--- config.mk ---
export PLATFORM = sky130hd
export DESIGN_NAME = contiguous_slot_allocator_unit
export DESIGN_NICKNAME = d
export VERILOG_FILES = /design/src/hdl/csa_pkg.sv /design/src/hdl/csa_ctrl.sv /design/src/hdl/csa_dpath.sv /design/src/hdl/contiguous_slot_allocator_unit.sv
export SDC_FILE = /design/constraint.sdc
export NUM_CORES = 2
export LEC_CHECK = 0
export ABC_CLOCK_PERIOD_IN_PS = 36700
export BUFFER_PORTS_ARGS = -buffer_cell sky130_fd_sc_hd__buf_2
export CORE_ASPECT_RATIO = 0.9
export CORE_MARGIN = 4
export CORE_UTILIZATION = 40
export CTS_BUF_LIST = sky130_fd_sc_hd__clkbuf_4 sky130_fd_sc_hd__clkbuf_8
export CTS_CLUSTER_SIZE = 16
export DETAILED_ROUTE_END_ITERATION = 6
export SLEW_MARGIN = 5
export SYNTH_ARGS = -nofsm -noshare
export SYNTH_HDL_FRONTEND = slang
export SYNTH_SLANG_ARGS = --single-unit
export TNS_END_PERCENT = 5
--- constraint.sdc ---
create_clock -name i_clk -period 36.7 [get_ports i_clk]
set_clock_uncertainty 0.05 [all_clocks]
set_input_delay 0 -clock i_clk [delete_from_list [all_inputs] [get_ports i_clk]]
set_output_delay 0 -clock i_clk [all_outputs]
set_load 0.01 [all_outputs]
--- src/hdl/csa_pkg.sv ---
// ============================================================================
// csa_pkg: shared definitions for the contiguous slot allocator
// Field widths, status and operation codes, and the control and status
// bundles that pass between the controller and the datapath.
// ============================================================================
package csa_pkg;

    localparam int NUM_SLOTS_DEF = 2048;

    localparam int OP_W     = 1;
    localparam int LEN_W    = 12;
    localparam int FIRST_W  = 11;
    localparam int STATUS_W = 2;
    localparam int GRANT_W  = 11;

    localparam int WORD_W  = 32;
    localparam int WORD_LG = $clog2(WORD_W);

    typedef logic [STATUS_W-1:0] t_status;

    localparam t_status ST_DONE    = 2'd0;
    localparam t_status ST_BADARG  = 2'd1;
    localparam t_status ST_NOSPACE = 2'd2;

    localparam logic [OP_W-1:0] OP_ALLOC = 1'b0;
    localparam logic [OP_W-1:0] OP_FREE  = 1'b1;

    typedef struct packed {
        logic    load;
        logic    scan_init;
        logic    mark_init;
        logic    scan_en;
        logic    mark_en;
        logic    set_code;
        t_status code;
        logic    res_load;
    } t_dp_cmd;

    typedef struct packed {
        logic arg_bad;
        logic is_free;
        logic hit;
        logic miss;
        logic mark_done;
        logic out_busy;
    } t_dp_sts;

endpackage

--- src/hdl/csa_ctrl.sv ---
// ============================================================================
// csa_ctrl: request sequencer
// Accepts one request beat at a time and steps the datapath through the
// argument check, the bitmap scan, the range update and the result.
// ============================================================================
module csa_ctrl (
    input  logic             i_clk,
    input  logic             i_rst_n,
    input  logic             i_in_valid,
    output logic             o_in_ready,
    input  csa_pkg::t_dp_sts i_sts,
    output csa_pkg::t_dp_cmd o_cmd
);
    import csa_pkg::*;

    localparam logic [2:0] S_IDLE  = 3'd0;
    localparam logic [2:0] S_CHECK = 3'd1;
    localparam logic [2:0] S_SCAN  = 3'd2;
    localparam logic [2:0] S_PREP  = 3'd3;
    localparam logic [2:0] S_MARK  = 3'd4;
    localparam logic [2:0] S_FIN   = 3'd5;

    logic [2:0] r_state;
    logic [2:0] n_state;

    always_ff @(posedge i_clk) begin
        if (!i_rst_n) begin
            r_state <= S_IDLE;
        end else begin
            r_state <= n_state;
        end
    end

    always_comb begin
        n_state    = r_state;
        o_cmd      = '0;
        o_cmd.code = ST_DONE;
        o_in_ready = 1'b0;
        unique case (r_state)
            S_IDLE: begin
                o_in_ready = 1'b1;
                if (i_in_valid) begin
                    o_cmd.load = 1'b1;
                    n_state    = S_CHECK;
                end
            end
            S_CHECK: begin
                if (i_sts.arg_bad) begin
                    o_cmd.set_code = 1'b1;
                    o_cmd.code     = ST_BADARG;
                    n_state        = S_FIN;
                end else if (i_sts.is_free) begin
                    n_state = S_PREP;
                end else begin
                    o_cmd.scan_init = 1'b1;
                    n_state         = S_SCAN;
                end
            end
            S_SCAN: begin
                o_cmd.scan_en = 1'b1;
                if (i_sts.hit) begin
                    n_state = S_PREP;
                end else if (i_sts.miss) begin
                    o_cmd.set_code = 1'b1;
                    o_cmd.code     = ST_NOSPACE;
                    n_state        = S_FIN;
                end
            end
            S_PREP: begin
                o_cmd.mark_init = 1'b1;
                n_state         = S_MARK;
            end
            S_MARK: begin
                o_cmd.mark_en = 1'b1;
                if (i_sts.mark_done) begin
                    o_cmd.set_code = 1'b1;
                    o_cmd.code     = ST_DONE;
                    n_state        = S_FIN;
                end
            end
            S_FIN: begin
                if (!i_sts.out_busy) begin
                    o_cmd.res_load = 1'b1;
                    n_state        = S_IDLE;
                end
            end
            default: begin
                n_state = S_IDLE;
            end
        endcase
    end

endmodule

--- src/hdl/csa_dpath.sv ---
// ============================================================================
// csa_dpath: bitmap store, word scanner and range writer
// Holds the occupancy bitmap as words in a memory, scans it one word a
// cycle for the first free run and updates a run of slots word by word.
// ============================================================================
module csa_dpath #(
    parameter int NUM_SLOTS = csa_pkg::NUM_SLOTS_DEF
) (
    input  logic                          i_clk,
    input  logic                          i_rst_n,
    input  csa_pkg::t_dp_cmd              i_cmd,
    output csa_pkg::t_dp_sts              o_sts,
    input  logic [csa_pkg::OP_W-1:0]      i_op,
    input  logic [csa_pkg::LEN_W-1:0]     i_slot_count,
    input  logic [csa_pkg::FIRST_W-1:0]   i_first_slot,
    input  logic                          i_out_ready,
    output logic                          o_out_valid,
    output logic [csa_pkg::STATUS_W-1:0]  o_status,
    output logic [csa_pkg::GRANT_W-1:0]   o_granted_slot
);
    import csa_pkg::*;

    localparam int ROWS     = (NUM_SLOTS + WORD_W - 1) / WORD_W;
    localparam int ROW_W    = (ROWS > 1) ? $clog2(ROWS) : 1;
    localparam int CNT_BITS = $clog2(NUM_SLOTS + 1);
    localparam int EXT_W    = ((CNT_BITS > LEN_W) ? CNT_BITS : LEN_W) + 1;
    localparam int RUN_W    = $clog2(WORD_W + 1);
    localparam logic [ROW_W-1:0] LAST_ROW = ROW_W'(ROWS - 1);
    localparam logic [EXT_W-1:0] POOL     = EXT_W'(NUM_SLOTS);

    logic [WORD_W-1:0]  r_mem [0:ROWS-1];
    logic [ROWS-1:0]    r_row_vld;
    logic [WORD_W-1:0]  r_rd_data;
    logic               r_rd_vld;

    logic [OP_W-1:0]    r_op;
    logic [LEN_W-1:0]   r_len;
    logic [FIRST_W-1:0] r_first;
    logic [EXT_W-1:0]   r_start;
    logic [EXT_W-1:0]   r_carry;
    t_status            r_code;

    logic [ROW_W-1:0]   r_rd_row;
    logic [ROW_W-1:0]   r_ev_row;
    logic               r_issue;
    logic               r_dv;

    logic               r_out_vld;
    t_status            r_out_status;
    logic [GRANT_W-1:0] r_out_grant;

    logic [EXT_W-1:0]   len_ext;
    logic [EXT_W-1:0]   first_ext;
    logic [EXT_W-1:0]   end_slot;
    logic [ROW_W-1:0]   srow;
    logic [ROW_W-1:0]   erow;
    logic [ROW_W-1:0]   stop_row;
    logic               step;
    logic               rd_en;

    logic [WORD_W-1:0]  old_word;
    logic [WORD_W-1:0]  free_bits;
    logic [RUN_W-1:0]   run_a [WORD_W];
    logic [RUN_W-1:0]   run_b [WORD_W];
    logic [EXT_W-1:0]   eff [WORD_W];
    logic [EXT_W-1:0]   slot_idx;
    logic               any_hit;
    logic [WORD_LG-1:0] hit_pos;
    logic [EXT_W-1:0]   hit_start;
    logic [EXT_W-1:0]   n_carry;

    logic [WORD_LG-1:0] lo_bit;
    logic [WORD_LG-1:0] hi_bit;
    logic [WORD_W-1:0]  wr_mask;
    logic [WORD_W-1:0]  wr_data;
    logic               wr_en;

    assign len_ext   = EXT_W'(r_len);
    assign first_ext = EXT_W'(r_first);
    assign end_slot  = r_start + len_ext - EXT_W'(1);
    assign srow      = r_start[ROW_W+WORD_LG-1:WORD_LG];
    assign erow      = end_slot[ROW_W+WORD_LG-1:WORD_LG];
    assign stop_row  = i_cmd.scan_en ? LAST_ROW : erow;
    assign step      = i_cmd.scan_en | i_cmd.mark_en;
    assign rd_en     = step & r_issue;
    assign old_word  = r_rd_vld ? r_rd_data : '0;

    always_comb begin
        for (int b = 0; b < WORD_W; b++) begin
            slot_idx     = (EXT_W'(r_ev_row) << WORD_LG) + EXT_W'(b);
            free_bits[b] = ~old_word[b] & (slot_idx < POOL);
        end
    end

    always_comb begin
        for (int j = 0; j < WORD_W; j++) begin
            run_a[j] = RUN_W'(free_bits[j]);
            run_b[j] = '0;
        end
        for (int l = 0; l < WORD_LG; l++) begin
            for (int j = 0; j < WORD_W; j++) begin
                if (j >= (1 << l) && run_a[j] == RUN_W'(1 << l)) begin
                    run_b[j] = run_a[j] + run_a[j - (1 << l)];
                end else begin
                    run_b[j] = run_a[j];
                end
            end
            for (int j = 0; j < WORD_W; j++) begin
                run_a[j] = run_b[j];
            end
        end
    end

    always_comb begin
        any_hit = 1'b0;
        hit_pos = '0;
        for (int j = 0; j < WORD_W; j++) begin
            if (run_a[j] == RUN_W'(j + 1)) begin
                eff[j] = r_carry + EXT_W'(j + 1);
            end else begin
                eff[j] = EXT_W'(run_a[j]);
            end
        end
        for (int j = WORD_W - 1; j >= 0; j--) begin
            if (eff[j] >= len_ext) begin
                any_hit = 1'b1;
                hit_pos = WORD_LG'(j);
            end
        end
        hit_start = (EXT_W'(r_ev_row) << WORD_LG) + EXT_W'(hit_pos) + EXT_W'(1) - len_ext;
        n_carry   = (eff[WORD_W-1] >= len_ext) ? len_ext : eff[WORD_W-1];
    end

    always_comb begin
        lo_bit  = (r_ev_row == srow) ? r_start[WORD_LG-1:0] : '0;
        hi_bit  = (r_ev_row == erow) ? end_slot[WORD_LG-1:0] : '1;
        wr_mask = ({WORD_W{1'b1}} << lo_bit)
                & ({WORD_W{1'b1}} >> (WORD_LG'(WORD_W - 1) - hi_bit));
        wr_data = (r_op == OP_FREE) ? (old_word & ~wr_mask) : (old_word | wr_mask);
        wr_en   = i_cmd.mark_en & r_dv;
    end

    always_ff @(posedge i_clk) begin
        if (rd_en) begin
            r_rd_data <= r_mem[r_rd_row];
            r_rd_vld  <= r_row_vld[r_rd_row];
        end
        if (wr_en) begin
            r_mem[r_ev_row] <= wr_data;
        end
    end

    always_ff @(posedge i_clk) begin
        if (!i_rst_n) begin
            r_row_vld <= '0;
            r_issue   <= 1'b0;
            r_dv      <= 1'b0;
            r_out_vld <= 1'b0;
        end else begin
            if (wr_en) begin
                r_row_vld[r_ev_row] <= 1'b1;
            end
            if (i_cmd.scan_init || i_cmd.mark_init) begin
                r_issue <= 1'b1;
                r_dv    <= 1'b0;
            end else if (step) begin
                r_dv <= r_issue;
                if (r_issue) begin
                    r_issue <= (r_rd_row != stop_row);
                end
            end else begin
                r_dv <= 1'b0;
            end
            if (i_cmd.res_load) begin
                r_out_vld <= 1'b1;
            end else if (i_out_ready) begin
                r_out_vld <= 1'b0;
            end
        end
    end

    always_ff @(posedge i_clk) begin
        if (i_cmd.load) begin
            r_op    <= i_op;
            r_len   <= i_slot_count;
            r_first <= i_first_slot;
            r_start <= EXT_W'(i_first_slot);
        end
        if (i_cmd.scan_init) begin
            r_rd_row <= '0;
            r_carry  <= '0;
        end else if (i_cmd.mark_init) begin
            r_rd_row <= srow;
        end else if (rd_en) begin
            r_rd_row <= r_rd_row + ROW_W'(1);
            r_ev_row <= r_rd_row;
        end
        if (i_cmd.scan_en && r_dv) begin
            r_carry <= n_carry;
            if (any_hit) begin
                r_start <= hit_start;
            end
        end
        if (i_cmd.set_code) begin
            r_code <= i_cmd.code;
        end
        if (i_cmd.res_load) begin
            r_out_status <= r_code;
            if (r_code == ST_DONE && r_op == OP_ALLOC) begin
                r_out_grant <= r_start[GRANT_W-1:0];
            end else begin
                r_out_grant <= '0;
            end
        end
    end

    always_comb begin
        o_sts.is_free = (r_op == OP_FREE);
        if (r_op == OP_FREE) begin
            o_sts.arg_bad = (r_len == '0) || (first_ext >= POOL)
                          || (len_ext > POOL - first_ext);
        end else begin
            o_sts.arg_bad = (r_len == '0) || (len_ext > POOL);
        end
        o_sts.hit       = i_cmd.scan_en & r_dv & any_hit;
        o_sts.miss      = i_cmd.scan_en & r_dv & ~any_hit & (r_ev_row == LAST_ROW);
        o_sts.mark_done = i_cmd.mark_en & r_dv & (r_ev_row == erow);
        o_sts.out_busy  = r_out_vld & ~i_out_ready;
    end

    assign o_out_valid    = r_out_vld;
    assign o_status       = r_out_status;
    assign o_granted_slot = r_out_grant;

endmodule

--- src/hdl/contiguous_slot_allocator_unit.sv ---
// Per request beat: a bad argument goes straight to the result, a free writes R words, a
// successful allocate scans S words and then writes R words, and when no run fits all W words
// are scanned; W = ceil(NUM_SLOTS/32) bitmap words, one word read per cycle.
// One request at a time: the next beat is taken in the cycle after the result is loaded, and
// a result beat still waiting holds back the next result, not the next request beat.
// Synchronous active-low reset clears the per-word valid bits, so every slot is free.
// ============================================================================
// contiguous_slot_allocator_unit: first-fit contiguous slot allocator
// Allocates and frees runs of slots in an occupancy bitmap, one request at a time.
// ============================================================================
module contiguous_slot_allocator_unit #(
    parameter int NUM_SLOTS = csa_pkg::NUM_SLOTS_DEF
) (
    input  logic                          i_clk,
    input  logic                          i_rst_n,
    input  logic                          i_valid,
    output logic                          o_ready,
    input  logic [csa_pkg::OP_W-1:0]      i_op,
    input  logic [csa_pkg::LEN_W-1:0]     i_slot_count,
    input  logic [csa_pkg::FIRST_W-1:0]   i_first_slot,
    output logic                          o_valid,
    input  logic                          i_ready,
    output logic [csa_pkg::STATUS_W-1:0]  o_status,
    output logic [csa_pkg::GRANT_W-1:0]   o_granted_slot
);
    import csa_pkg::*;

    t_dp_cmd cmd;
    t_dp_sts sts;

    csa_ctrl u_ctrl (
        .i_clk      (i_clk),
        .i_rst_n    (i_rst_n),
        .i_in_valid (i_valid),
        .o_in_ready (o_ready),
        .i_sts      (sts),
        .o_cmd      (cmd)
    );

    csa_dpath #(
        .NUM_SLOTS (NUM_SLOTS)
    ) u_dpath (
        .i_clk          (i_clk),
        .i_rst_n        (i_rst_n),
        .i_cmd          (cmd),
        .o_sts          (sts),
        .i_op           (i_op),
        .i_slot_count   (i_slot_count),
        .i_first_slot   (i_first_slot),
        .i_out_ready    (i_ready),
        .o_out_valid    (o_valid),
        .o_status       (o_status),
        .o_granted_slot (o_granted_slot)
    );

`ifndef SYNTH
    a_grant_only_on_done: assert property (@(posedge i_clk) disable iff (!i_rst_n)
        (o_valid && o_status != ST_DONE) |-> (o_granted_slot == '0))
        else $error("granted slot set on a failed request");

    a_status_legal: assert property (@(posedge i_clk) disable iff (!i_rst_n)
        o_valid |-> (o_status == ST_DONE || o_status == ST_BADARG
                     || o_status == ST_NOSPACE))
        else $error("illegal status code");

    a_busy_after_accept: assert property (@(posedge i_clk) disable iff (!i_rst_n)
        (i_valid && o_ready) |=> !o_ready)
        else $error("request beat taken while a request is in progress");

    a_one_phase: assert property (@(posedge i_clk) disable iff (!i_rst_n)
        !(cmd.scan_en && cmd.mark_en))
        else $error("scan and range update active together");
`endif

endmodule
# Yosys cells after proc, flatten, opt, wreduce, memory -nomap -nowiden
# Memory sizes are Yosys's and may differ from the RTL's. A register that Yosys moved wholly into a read port is not among the register bits.
# Index checks and enable logic that the tools add are counted.
[word_totals]
reg_bits = 148
latch_bits = 0
ramBits = 2048
rom_bits = 0
inputBits = 28
elab_cells = 807
mem_count = 1
[mem_list]
columns = ["memory", "depth", "width", "rd", "rd_clocked_by_memory_dff", "write_ports", "line", "rtl"]
rows = [
  ["u_dpath.r_mem", 64, 32, 1, 1, 1, "csa_dpath.sv:31", "logic [WORD_W-1:0] r_mem [0:ROWS-1];"],
]
[op_classes]
add_sub_neg = 200
mul = 0
n_div = 0
order_cmp = 70
eq_ne = 142
shift = 2
n_mux = 274
bitwise_logic = 85
n_reduce_logical = 17
[op_table]
columns = ["cell", "n"]
rows = [
  ["6-bit two-way mux", 101],
  ["6-bit adder", 94],
  ["13-bit two-way mux", 38],
  ["13-bit by 12-bit greater-or-equal comparator with 1-bit output", 32],
  ["13-bit by 12-bit less-than comparator with 1-bit output (second input constant)", 31],
  ["13-bit by 5-bit adder with 13-bit output (second input constant)", 16],
  ["11-bit by 5-bit adder with 12-bit output (second input constant)", 16],
  ["6-bit by 2-bit == test with 1-bit output (second input constant)", 32],
  ["6-bit by 3-bit == test with 1-bit output (second input constant)", 32],
  ["6-bit by 4-bit == test with 1-bit output (second input constant)", 32],
  ["6-bit by 5-bit == test with 1-bit output (second input constant)", 32],
  ["5-bit two-way mux", 34],
  ["13-bit by 4-bit adder with 13-bit output (second input constant)", 8],
  ["11-bit by 4-bit adder with 12-bit output (second input constant)", 8],
  ["32-bit AND", 2],
  ["32-bit two-way mux", 2],
  ["64-bit bitwise OR", 1],
  ["1-bit by 1-bit adder with 2-bit output", 31],
  ["2-bit two-way mux", 31],
  ["1-bit two-way mux", 54],
  ["13-bit by 3-bit adder with 13-bit output (second input constant)", 4],
  ["11-bit by 3-bit adder with 12-bit output (second input constant)", 4],
  ["1-bit AND", 40],
  ["1-bit NOT", 39],
  ["other kinds (46)", 76],
]

# Longest topological paths before layout
[depth]
ltp_word = 54
depth_mapped = 61

# Hierarchy
# From an unflattened synthesis, not the netlist that was laid out.
[hier_totals]
hier_cells = 7948
hier_area_um2 = 116807.0
[by_module_without_submodules]
columns = ["module", "n_inst", "cells_per_inst", "area_per_inst_um2", "seq_area_each_um2"]
rows = [
  ["csa_dpath", 1, 7908, 116480.5, 65913.2],
  ["csa_ctrl", 1, 40, 326.6, 60.1],
]

# Worst setup path before layout
# OpenSTA, ideal clock, no wires.
[synth_path]
path_kind = "register to register"
from = "register u_dpath.r_rd_vld"
to = "register u_dpath.r_start[10]"
arrival_ns = 11.338
required_time_ns = 36.528
slack_ns = 25.191
stages_incl_launch_ff = 57
n_path_buf = 9
period_less_slack_ns = 11.509
path_cell_list = "edfxtp_1 -> buf_6 -> buf_6 -> buf_6 -> buf_6 -> buf_6 -> buf_6 -> buf_2 -> clkbuf_1 -> buf_1 -> nand2_1 -> nor2_1 -> ha_1 -> ha_1 -> inv_1 -> a21oi_1 -> inv_1 -> fa_1 -> [... 21 more ...] -> nor4b_1 -> o211a_1 -> nand2_2 -> o21a_1 -> o221a_2 -> nor3_1 -> ha_1 -> ha_1 -> a21o_1 -> a21oi_1 -> o21bai_1 -> a21oi_1 -> o21bai_1 -> a21oi_1 -> o21bai_1 -> a21oi_1 -> xnor2_1 -> mux2i_1"
[synth_between]
elab_chain_cells = 53
elab_cells_between_ends = 585
classes_between = "add/sub (132); order compare (32); eq/ne (129); mux (228); bitwise (64)"
[synth_lines]
columns = ["element", "line", "rtl"]
rows = [
  ["start, declared", "csa_dpath.sv:34", "logic r_rd_vld;"],
  ["start signal, assigned", "csa_dpath.sv:146", "r_rd_vld <= r_row_vld[r_rd_row];"],
  ["32-bit two-way mux (*)", "csa_dpath.sv:86", "assign old_word = r_rd_vld ? r_rd_data : '0;"],
  ["1-bit NOT", "csa_dpath.sv:91", "free_bits[b] = ~old_word[b] & (slot_idx < POOL);"],
  ["1-bit AND", "csa_dpath.sv:91", ""],
  ["1-bit by 1-bit adder with 2-bit output", "csa_dpath.sv:103", "run_b[j] = run_a[j] + run_a[j - (1 << l)];"],
  ["2-bit two-way mux", "csa_dpath.sv:102", "if (j >= (1 << l) && run_a[j] == RUN_W'(1 << l)) begin"],
  ["6-bit adder or 6-bit by 2-bit == test with 1-bit output (tied branches)", "csa_dpath.sv:103, csa_dpath.sv:102", ""],
  ["6-bit two-way mux", "csa_dpath.sv:102", ""],
  ["6-bit adder or 6-bit by 3-bit == test with 1-bit output (tied branches)", "csa_dpath.sv:103, csa_dpath.sv:102", ""],
  ["[... 6 more ...]", "--", ""],
  ["13-bit two-way mux", "csa_dpath.sv:118", "if (run_a[j] == RUN_W'(j + 1)) begin"],
  ["13-bit by 12-bit greater-or-equal comparator with 1-bit output", "csa_dpath.sv:125", "if (eff[j] >= len_ext) begin"],
  ["5-bit two-way mux (32 in a row)", "csa_dpath.sv:125", ""],
  ["11-bit by 5-bit adder with 12-bit output", "csa_dpath.sv:130", "hit_start = (EXT_W'(r_ev_row) << WORD_LG) + EXT_W'(hit_pos) + EXT_W'(1) - len_ext;"],
  ["13-bit by 1-bit adder with 13-bit output", "csa_dpath.sv:130", ""],
  ["13-bit by 12-bit subtractor with 13-bit output", "csa_dpath.sv:130", ""],
  ["13-bit two-way mux (*)", "csa_dpath.sv:200", "if (any_hit) begin"],
  ["13-bit two-way mux (*)", "csa_dpath.sv:198", "if (i_cmd.scan_en && r_dv) begin"],
  ["end signal, assigned", "csa_dpath.sv:187", "r_start <= EXT_W'(i_first_slot);"],
  ["end signal, assigned", "csa_dpath.sv:201", "r_start <= hit_start;"],
  ["end, declared", "csa_dpath.sv:39", "logic [EXT_W-1:0] r_start;"],
]
# Every way passes the cells marked *; elsewhere a longest branch is shown, timed or not.
# A chain may end at the register's enable or synchronous reset.

# Final worst setup path
# Ends and elaborated chain as after synthesis.

==> reports/metrics.yaml <==
sta:
  max_freq_ghz: 0.0725
  hold_viol_final: 0
  maxSlewViolCount: 0
  final-setup-viol-count: 0
  relSlewSlack_pct: 16.0
  min_period_ns: 13.79
  worst_pin_slew_ns: 1.25
  post-route-period-util_pct: 37.6
  rsz0062_at_grt: "false"
  whs_ns: 0.218
  fin_ws_ns: 22.91
  tns_ns: 0
layout:
  layout.area.seq_sq_um: 66000
  area_delta_synth_final_pct: 11.6
  fillers: 25700
  layout-drive-gt1-share_pct: 20.3
  fin_area_sq_um: 130000
  num-nets-final: 9156
  multiInputGateArea_sq_um: 49300
floorplan:
  fp.dieW_um: 578
  dieArea_sq_um: 301000
  rows: 188
  start_util_pct: 40.1
  coreArea_sq_um: 291000
  die_y_um: 521
  ioPinCount: 43
placement:
  preCtsSetupSlack_ns: 23.25
  io_buffer_count: 42
  dp_hpwl_um: 236000
  place.gp.congestion: 0.970
  dpl-instance-area_sq_um: 123000
drt:
  vias: 75300
  ant_nets: 0
  drt_wl_total_um: 366000
  via_per_inst: 6.03
  wl_per_cell_um: 29.3
  first_pass_iters: 6
  drcViolationCount: 0
  drt_iter0_drc: 8962
logic_synthesis:
  yosys_warnings: 0
  synth_edf_count: 2139
  yosysMostFrequentCell: "edfxtp_1"
  synthCells: 7998
  ys_async_sr_fraction_pct: 0
  synth_flop_cell: "edfxtp_1"
  ys_seq_area_share_pct: 56.4
  synth_area_leaders: "edfxtp_1, mux4_2, ha_1"
  syn_avg_cell_area_sq_um: 14.6
  synth_top_area_share_pct: 54.9
  yosys-top-cells-count: "edfxtp_1, ha_1, nor2_1"
  synthesis.area_sq_um: 117000
  yosysTopAreaCell: "edfxtp_1"
  yosysUniqueCellTypes: 131
  ys_ff_latch: 2226
worst_setup_path:
  path_class: "reg -> reg"
  cpMostUsedCell: "a21oi_1"
  cp_slowest_cell: "nor4b_1"
  critPathLaunchType: "flip-flop"
  end_kind: "flip-flop"
  cp_max_fo: 141
  crit_arrival_ns: 14.61
  crit_required_ns: 37.52
  slowest_delay_ns: 0.89
clock_network:
  numCtsBuffers: 366
  cts.sinks: 2226
  clk_path_buf_depth: 4
  insertion_delay_ns: 1.06
  path_clk_slew_ns: 0.06
  htreeDepth: 5
  cts_tree: "built"
  clock_tree.root_cell: "clkbuf_8"
  post-cts-setup-buffers: 0
global_route:
  grt_pass1_wl_um: 526000
  grt_overflow: 0
  grt_max_degree: 142
  antenna_found_initial: 12
  grt_pass1_vias: 74600
  grt.total_usage_pct: 23.9
power:
  p_total_mw: 7.86
  vdd_drop_max_mv: 0.0431
  power_density_nw_per_um2: 60.3
  leakagePower_nw: 45.6
worst_hold_path:
  hold_path_class: "in -> reg"
status:
  status: "complete, no violations"
job:
  drv_cap: 0
==> kinds of logic (layout without fill, tap and decap cells) <==
group | after synthesis | count (layout) | synth area share, %
flip-flops | 2226 | 2226 | 56.4
multiplexers | 725 | 725 | 13.6
adder cells (fa/ha/maj) | 792 | 792 | 8.91
AND/OR/NAND/NOR | 1669 | 1669 | 6.89
other | 1 | 18 | 0.00321
AO/OA/AOI/OAI | 1498 | 1498 | 8.68
buffers and inverters | 658 | 1235 | 2.20
XOR/XNOR | 429 | 429 | 3.24
==> power by group <==
group,switching (mW),internal (mW),total [mW],leakage [nW]
combinational,1.67,0.978,2.65,22.1
sequential,0.0848,3.11,3.19,20.0
clock,0.930,1.09,2.02,3.55
==> worst paths after layout <==
path                                             startpoint                            end  slack, ns  cells past startpoint
worst max-delay path             u_dpath.r_rd_vld$_DFFE_PP_    u_dpath.r_start[10]$_DFF_P_      22.91                     48
worst min-delay path                        i_slot_count[1]     u_dpath.r_len[1]$_DFFE_PP_       0.22                      3
worst max register to register   u_dpath.r_rd_vld$_DFFE_PP_    u_dpath.r_start[10]$_DFF_P_      22.91                     48
worst min register to register  u_dpath.r_code[0]$_DFFE_PP_  u_dpath.o_status[0]$_DFFE_PP_       0.40                      0
==> cell usage in the layout, fill, tap and decap left out, types with 76 or more instances in the layout <==
cell and count:
a21oi_1 390, nor3_1 103, clkbuf_8 382, nor2b_1 85, nand2b_1 76, dfxtp_1 81
xor2_1 127, clkbuf_4 130, clkinv_1 83, o21ai_0 222, buf_4 217, edfxtp_1 2139
inv_1 278, nor2_1 652, o21a_1 127, nand2_1 265, nand3_1 105, ha_1 720
xnor2_1 300, mux4_2 693, a21o_1 165
==> per-stage QoR <==
| step | utilization (%) | instances |
|---|---|---|
| 6_report | 44.8 | 12500 |
| 5_1_grt | 44.8 | 12500 |
| 4_1_cts | 44.8 | 12500 |
| 3_5_place_dp | 42.3 | 11800 |
| 3_3_place_gp | 42.3 | 11800 |
| 2_1_floorplan | - | 8005 |
==> worst max-delay path, delay by kind of cell, from the launching register on <==
family | cells | cell delay (ns)
AOI/OAI and AO/OA | 24 | 5.99
and+or+nand+nor | 8 | 2.91
adders and majority gates | 8 | 2.88
buffers and inverters | 4 | 0.65
xor gates and xnor gates | 3 | 0.43
DFF | 1 | 0.41
muxes | 1 | 0.09
==> sequential cells by signal (all words and copies together) (netlist names) <==
| name | count |
|---|---|
| u_dpath.r_issue | 1 |
| u_dpath.r_code | 2 |
| u_dpath.r_row_vld | 64 |
| u_dpath.o_out_valid | 1 |
| u_dpath.r_rd_data | 32 |
| u_dpath.r_len | 12 |
| u_dpath.o_granted_slot | 11 |
| u_dpath.o_status | 2 |
| u_dpath.r_mem | 2048 |
| u_dpath.r_rd_row | 6 |
| u_dpath.r_start | 11 |
| u_dpath.r_rd_vld | 1 |
| u_ctrl.r_state | 3 |
| u_dpath.r_dv | 1 |
| u_dpath.r_first | 11 |
| u_dpath.r_carry | 13 |
| u_dpath.r_ev_row | 6 |
| u_dpath.r_op | 1 |
==> area by class of cell <==
| class | count | area share (%) |
|---|---|---|
| antenna | 10 | 0.0192 |
| multi-input combinational | 5121 | 37.8 |
| tap | 3895 | 3.74 |
| inverter | 307 | 0.887 |
| sequential | 2226 | 50.6 |
| clock buffer | 512 | 4.78 |
| clock inverter | 99 | 0.349 |
| timing repair buffer | 317 | 1.89 |
==> per-layer routing <==
metal	up-vias	track usage [%]	part of all wire, %
met5	-	0	0.010
met4	6	7.88	3.7
met3	705	4.12	8.2
met2	3515	38.4	47
met1	39000	33.2	41
li1	32100	-	-
==> repair_timing <==
| action | 4_1_cts | 5_1_grt |
|---|---|---|
| hold buffers | 54 | 0 |
| hold endpoints to repair | 142 | 0 |
| resized for setup | 0 | 0 |
Power figures use the tool's default switching activity.
